<file path="config.mk">
export PLATFORM = sky130hd
export DESIGN_NAME = bpa_ffs
export DESIGN_NICKNAME = d
export VERILOG_FILES = /design/src/rtl/core/bpa_pkg.sv /design/src/rtl/core/bpa_ffs.sv
export SDC_FILE = /design/constraint.sdc
export NUM_CORES = 1
export LEC_CHECK = 0
export ABC_AREA = 1
export BUFFER_PORTS_ARGS = -buffer_cell sky130_fd_sc_hd__buf_2
export CAP_MARGIN = 20
export CORE_AREA = 3 3 40 42
export DETAILED_ROUTE_END_ITERATION = 8
export DIE_AREA = 0 0 43 45
export PLACE_DENSITY = 0.71
export SLEW_MARGIN = 30
export SYNTH_ARGS = -nofsm -noshare
export SYNTH_HDL_FRONTEND = slang
export SYNTH_SLANG_ARGS = --single-unit
</file>
<file path="constraint.sdc">
create_clock -name vclk -period 2
set_clock_uncertainty 0.05 [all_clocks]
set_input_delay 0.2 -clock vclk [all_inputs]
set_output_delay 0.2 -clock vclk [all_outputs]
set_load 0.01 [all_outputs]
</file>
<file path="src/rtl/core/bpa_pkg.sv">
`timescale 1ns / 1ps
`default_nettype none
// ----------------------------------------------------------------------------
// bpa_pkg
// Shared constants, codes and types of the bitmap page allocator.
// ----------------------------------------------------------------------------
package bpa_pkg;

    // Map geometry
    localparam int MAX_PAGE_COUNT = 262144;
    localparam int WORD_BITS      = 32;
    localparam int MAP_WORDS      = MAX_PAGE_COUNT / WORD_BITS;
    localparam int SUM_WORDS      = MAP_WORDS / WORD_BITS;
    localparam int TOP_BITS       = SUM_WORDS / WORD_BITS;
    localparam int BIT_W          = $clog2(WORD_BITS);
    localparam int MAP_AW         = $clog2(MAP_WORDS);
    localparam int SUM_AW         = $clog2(SUM_WORDS);
    localparam int TOP_W          = $clog2(TOP_BITS);
    localparam int PAGE_W         = $clog2(MAX_PAGE_COUNT);

    // Field widths
    localparam int PAGE_SHIFT = 12;
    localparam int ADDR_W     = 64;
    localparam int BASE_W     = 52;
    localparam int COUNT_W    = 19;
    localparam int FUNC_W     = 2;
    localparam int STATUS_W   = 2;
    localparam int CFG_IDX_W  = 1;
    localparam int CFG_DATA_W = BASE_W;

    // Request kinds
    localparam logic [FUNC_W-1:0] FN_ALLOC = 2'd0;
    localparam logic [FUNC_W-1:0] FN_FREE  = 2'd1;
    localparam logic [FUNC_W-1:0] FN_CLEAR = 2'd2;

    // Result status
    localparam logic [STATUS_W-1:0] STS_OK          = 2'd0;
    localparam logic [STATUS_W-1:0] STS_NO_PAGE     = 2'd1;
    localparam logic [STATUS_W-1:0] STS_BAD_ADDR    = 2'd2;
    localparam logic [STATUS_W-1:0] STS_DOUBLE_FREE = 2'd3;

    // Configuration register indexes
    localparam logic [CFG_IDX_W-1:0] CFG_BASE_PAGE   = 1'd0;
    localparam logic [CFG_IDX_W-1:0] CFG_TOTAL_PAGES = 1'd1;

    // Access to the map and summary memories
    typedef struct packed {
        logic                 map_re;
        logic                 map_we;
        logic [MAP_AW-1:0]    map_addr;
        logic [WORD_BITS-1:0] map_wdata;
        logic                 sum_re;
        logic                 sum_we;
        logic [SUM_AW-1:0]    sum_addr;
        logic [WORD_BITS-1:0] sum_wdata;
    } t_store_req;

endpackage
`default_nettype wire

</file>
<file path="src/rtl/core/bpa_ffs.sv">
`timescale 1ns / 1ps
`default_nettype none
// ----------------------------------------------------------------------------
// bpa_ffs
// Find-first-set over one map word, shared by every level of the search.
// ----------------------------------------------------------------------------
module bpa_ffs
    import bpa_pkg::*;
(
    input  wire logic [WORD_BITS-1:0] i_word,
    output logic                      o_found,
    output logic [BIT_W-1:0]          o_idx
);

    always_comb begin
        o_idx = '0;
        // lowest set bit wins
        for (int k = WORD_BITS - 1; k >= 0; k--) begin
            if (i_word[k]) begin
                o_idx = BIT_W'(k);
            end
        end
        o_found = |i_word;
    end

endmodule
`default_nettype wire

</file>
# Word level (Yosys, flattened, before mapping)
# Cells that the tools add are included.
# totals
ff_bits	0
inputBits	32
output_inout_bits	6
word_cells	33
# op_classes
n_mux	32
reduce_logical	1
# op_table
operator	count
$mux 5	32
$reduce_or 32->1	1

# Depth between registers and ports, before layout
# Gate-level depths: netlist (run 1).
# depth
depth_word	32
ltp_mapped	31
depth_no_buf	31

# Worst setup path before layout (run 1)
# OpenSTA, ideal clock, no wires.
# synth_timing
path_kind	input -> output
from	input i_word[30]
to	output o_idx[0]
arrival_ns	1.605
required_ns	1.750
setup_slack_ns	0.145
cell_stages	31
n_path_buf	0
path_cell_list	inv_1 nand2_1 nand2_1 nand2_1 nand2_1 nand2_1 nand2_1 nand2_1 nand2_1 nand2_1 nand2_1 nand2_1 nand2_1 nand2_1 nand2_1 nand2_1 nand2_1 nand2_1 nand2_1 nand2_1 nand2_1 nand2_1 nand2_1 nand2_1 nand2_1 nand2_1 nand2_1 nand2_1 nand2_1 nand2_1 a21oi_2
# synth_via
elab_chain_cells	31
# synth_lines
element	line_no	rtl
from (decl)	bpa_ffs.sv:10	input wire logic [WORD_BITS-1:0] i_word,
$mux 5 (31 in a row)	bpa_ffs.sv:19	if (i_word[k]) begin
to (decl)	bpa_ffs.sv:12	output logic [BIT_W-1:0] o_idx
# Every way passes these cells.

# Worst setup path after layout (run 1)
# Ends and elaborated chain as after synthesis.

==> metrics.csv, run 1 <==
metric;value;unit
status;finished, violations left;
failing checks;negative setup slack;
Worst slew margin;0.776;
PortBufs;38;
LEAKAGE;0.487;nW
IR drop worst, VDD;0.0634;mV
placed cell count;163;
Syn Inst Count;107;
internal power;0.0586;mW
Post-DRT Antenna Nets;0;
Final Non-Filler Cells;163;
fin. max-slew vios;0;
first-pass GRT wire length;1.97;mm
Worst Path Arrival;1890;ps
Mean Syn Cell Area;4.40;um2
WL/cell;7.19;um
Data required, critical path;1750;ps
register area;0;um2
Final Hold Fails;0;
Post CTS Setup Buffer Count;0;
Worst-Margin Slew;333;ps
Slowest-stage cell, CP;buf_2;
post-cts hold buffer count;0;
Yosys warning total;0;
Crit Path Max Fanout;2;
fin crit share;1.07;
FP Rows;13;
synthesized area;470;um2
fin crit period;2140;ps
number of inserted diodes;0;
Yosys cell types;17;
worst hold path type;primary input to primary output;
Detail Placement HPWL;1.08;mm
area leader, netlist;nand2_1;
clock power share;0;
Max-Cap Viols;0;
largest net degree at the start of global routing;4;
ratio of cells with drive above 1 in the final layout;0.351;
vias in the first global route;546;
Core Util, Final;0.560;
Seq pwr share;0;
RSZ-0062 raised after global routing;true;
sw frac;0.478;
CORE AREA;1280;um2
Seq cells;0;
# DRC;0;
Synth top cells by count;nand2_1, inv_1, nor2_1;
Final nets;182;
fin area;719;um2
# IOs;38;
Area Overhead vs Synth;52.9;%
Die H;45;um
clock buffer count;0;
# setup viols final;1;
Setup CP Type;primary input to primary output;
routed via count;682;
CP max stage delay;140;ps
first drt pass iteration count;4;
top cell type's share of synthesized area;0.343;
Die W;43;um
initial antenna violation count;0;
Area after DPL;702;um2
Avg Vias per Cell;4.18;
Overall Power;0.112;mW
Die ar.;1940;um2
Routed WL;1.17;mm
Remaining Overflow, GRT;0;
largest cells by area after synthesis;nand2_1, inv_1, nor2_1;
Initial DRC Count;6;
Syn Nets;139;
CP startpoint kind;primary input;
Starting Density;0.366;
f_max;468;MHz
Filler Cell Count;140;
Final GP Congestion;0.717;
sw power;0.0537;mW
final setup margin;-138;ps
Top cell by count, worst path;nand2_1;
Placement Setup Slack;-190;ps
most numerous cell in the Yosys netlist;nand2_1;
gr usage total;0.119;
CP Capture Type;primary output;
Resize count post-CTS;2;
pwr/cell area;156;nW/um2
sequential share of the synthesized area;0;
logic gate share of total power;1.000;
-- metal layers --
metal | GRT usage | routed length (um) | part of all wire | vias up
met1 | 0.176 | 537 | 0.46 | 263
met3 | 0.00797 | 105 | 0.090 | 0
met5 | 0 | 0 | 0 | -
li1 | - | - | - | 395
met2 | 0.204 | 529 | 0.45 | 24
met4 | 0 | 0 | 0 | 0
-- area by class of cell --
type	count	area (um2)	area share
inverter	33	151	0.210
timing repair buffer	41	219	0.304
multi-input combinational	74	330	0.459
tap	15	18.8	0.0261
-- power by group through the flow --
stage | Combinational [mW] | Sequential [mW] | Clock, mW
floorplan | 0.0562 | 0 | 0
global placement | 0.107 | 0 | 0
detailed placement | 0.109 | 0 | 0
CTS | 0.111 | 0 | 0
global route | 0.129 | 0 | 0
finish | 0.112 | 0 | 0
-- cells in the final DEF (no fill, tap or decap), types with 2 or more instances in the layout --
| master | n |
|---|---|
| nor4_1 | 2 |
| buf_4 | 3 |
| a21oi_1 | 2 |
| buf_2 | 37 |
| bufinv_8 | 2 |
| inv_2 | 5 |
| nor2_1 | 15 |
| nand2_2 | 2 |
| nand2_1 | 41 |
| nor3_1 | 2 |
| nand3_1 | 2 |
| inv_1 | 26 |
-- cells by family (layout without fill, tap and decap cells) --
logic type | Yosys count | after routing | synth area share
buffers and inverters | 33 | 74 | 0.322
AO/OA/AOI/OAI | 10 | 10 | 0.146
AND/OR/NAND/NOR | 64 | 64 | 0.532
-- worst paths after layout --
kind                        from        to  slack [ps]  cells after the start
worst max-delay path  i_word[30]  o_idx[0]        -140                     33
worst min-delay path   i_word[0]  o_idx[0]         620                      3
-- metrics by stage --
step,hold slack (ps),TNS [ps]
floorplan,376,0
global placement,613,-152
detailed placement,622,-190
CTS,624,-176
global route,647,-500
finish,622,-138
-- worst max-delay path, delay by kind of cell --
| family | cells | cell delay (ps) |
|---|---|---|
| simple gates | 29 | 1330 |
| buf+inv | 3 | 270 |
| compound gates | 1 | 100 |
Note: power is estimated with default switching activity, not from simulation.
==> run 2: changes to the inputs <==
==> constraint.sdc (replaced) <==
create_clock -name vclk -period 2.3
set_clock_uncertainty 0.05 [all_clocks]
set_input_delay 0.23 -clock vclk [all_inputs]
set_output_delay 0.23 -clock vclk [all_outputs]
set_load 0.01 [all_outputs]
==> metrics.csv, run 2 (synthesis gave the netlist of run 1 again) <==
metric;value;unit
Area Overhead vs Synth;45.7;%
ratio of cells with drive above 1 in the final layout;0.317;
PortBufs;38;
status;finished clean;
worst hold path type;primary input to primary output;
fin crit share;0.959;
pwr/cell area;133;nW/um2
Placement Setup Slack;39.0;ps
# DRC;0;
register area;0;um2
Avg Vias per Cell;4.19;
Initial DRC Count;7;
Slowest-stage cell, CP;buf_2;
Final Non-Filler Cells;160;
largest net degree at the start of global routing;4;
gr usage total;0.110;
WL/cell;6.77;um
fin crit period;2210;ps
Die ar.;1940;um2
Post CTS Setup Buffer Count;0;
first drt pass iteration count;4;
vias in the first global route;521;
Detail Placement HPWL;1.01;mm
most frequent cells in the layout;nand2_1, buf_2, inv_1;
clock buffer count;0;
Setup TNS;0;ps
Worst Path Arrival;1930;ps
FP Rows;13;
Routed WL;1.08;mm
CORE AREA;1280;um2
CP startpoint kind;primary input;
Seq cells;0;
most common cell after layout, fill and taps aside;nand2_1;
CP Capture Type;primary output;
Area after DPL;679;um2
Max-Cap Viols;0;
# IOs;38;
first-pass GRT wire length;1.81;mm
Core Util, Final;0.534;
fin. max-slew vios;0;
Top cell by count, worst path;nand2_1;
Data required, critical path;2020;ps
Setup CP Type;primary input to primary output;
RSZ-0062 raised after global routing;true;
post-cts hold buffer count;0;
Crit Path Max Fanout;2;
placed cell count;160;
Worst-Margin Slew;328;ps
WHS Path Cells;3;
IR drop worst, VDD;0.0561;mV
Final GP Congestion;0.719;
fin area;686;um2
CP max stage delay;130;ps
Final nets;179;
Worst slew margin;0.779;
final setup margin;94.8;ps
Die H;45;um
# setup viols final;0;
Post-DRT Antenna Nets;0;
routed via count;671;
Die W;43;um
initial antenna violation count;0;
Final Hold Fails;0;
Remaining Overflow, GRT;0;
LEAKAGE;0.471;nW
f_max;453;MHz
Starting Density;0.366;
number of inserted diodes;0;
-- run 2: changes by cell type in the layout (fill, tap and decap cells not counted) --
cell and change:
buf_4 -3, nand2_1 +2, nand2_2 -2, a311oi_1 +1, a311oi_2 -1
-- run 2: routing by layer --
| metal | vias to the layer above | share of wire | global-route usage |
|---|---|---|---|
| met5 | - | 0 | 0 |
| met1 | 256 | 0.47 | 0.150 |
| met4 | 0 | 0 | 0 |
| li1 | 387 | - | - |
| met3 | 0 | 0.12 | 0.0159 |
| met2 | 28 | 0.41 | 0.198 |
-- run 2: final timing paths --
kind | start | to | slack, ps
worst max-delay path | i_word[30] | o_idx[0] | 90
worst min-delay path | i_word[0] | o_idx[0] | 670
-- run 2: report_power, final --
part / switching (mW) / leakage (nW) / internal, mW / total (mW)
clock network: 0 / 0 / 0 / 0
logic: 0.0441 / 0.471 / 0.0469 / 0.0910
registers: 0 / 0 / 0 / 0
-- run 2: repair_timing --
item,in CTS,in global routing
hold endpoints to repair,0,0
endpoints found under the setup margin,0,1
gates resized for setup,0,2
-- run 2: critical path: cells and delay by family --
| kind | cells | cell delay (ps) |
|---|---|---|
| AND/OR/NAND/NOR | 29 | 1360 |
| AO/OA/AOI/OAI | 1 | 100 |
| buffers and inverters | 3 | 250 |
-- run 2: metrics by stage --
step | power (mW) | hold slack [ps]
finish | 0.0910 | 673
global route | 0.106 | 694
CTS | 0.0909 | 674
detailed placement | 0.0905 | 674
global placement | 0.0890 | 673
floorplan | 0.0488 | 436
-- run 2: area by class of cell --
type / instances / area [um2]
timing repair buffer: 38 / 196
fill: 137 / 599
multi-input combinational: 74 / 319
tap: 15 / 18.8
inverter: 33 / 151
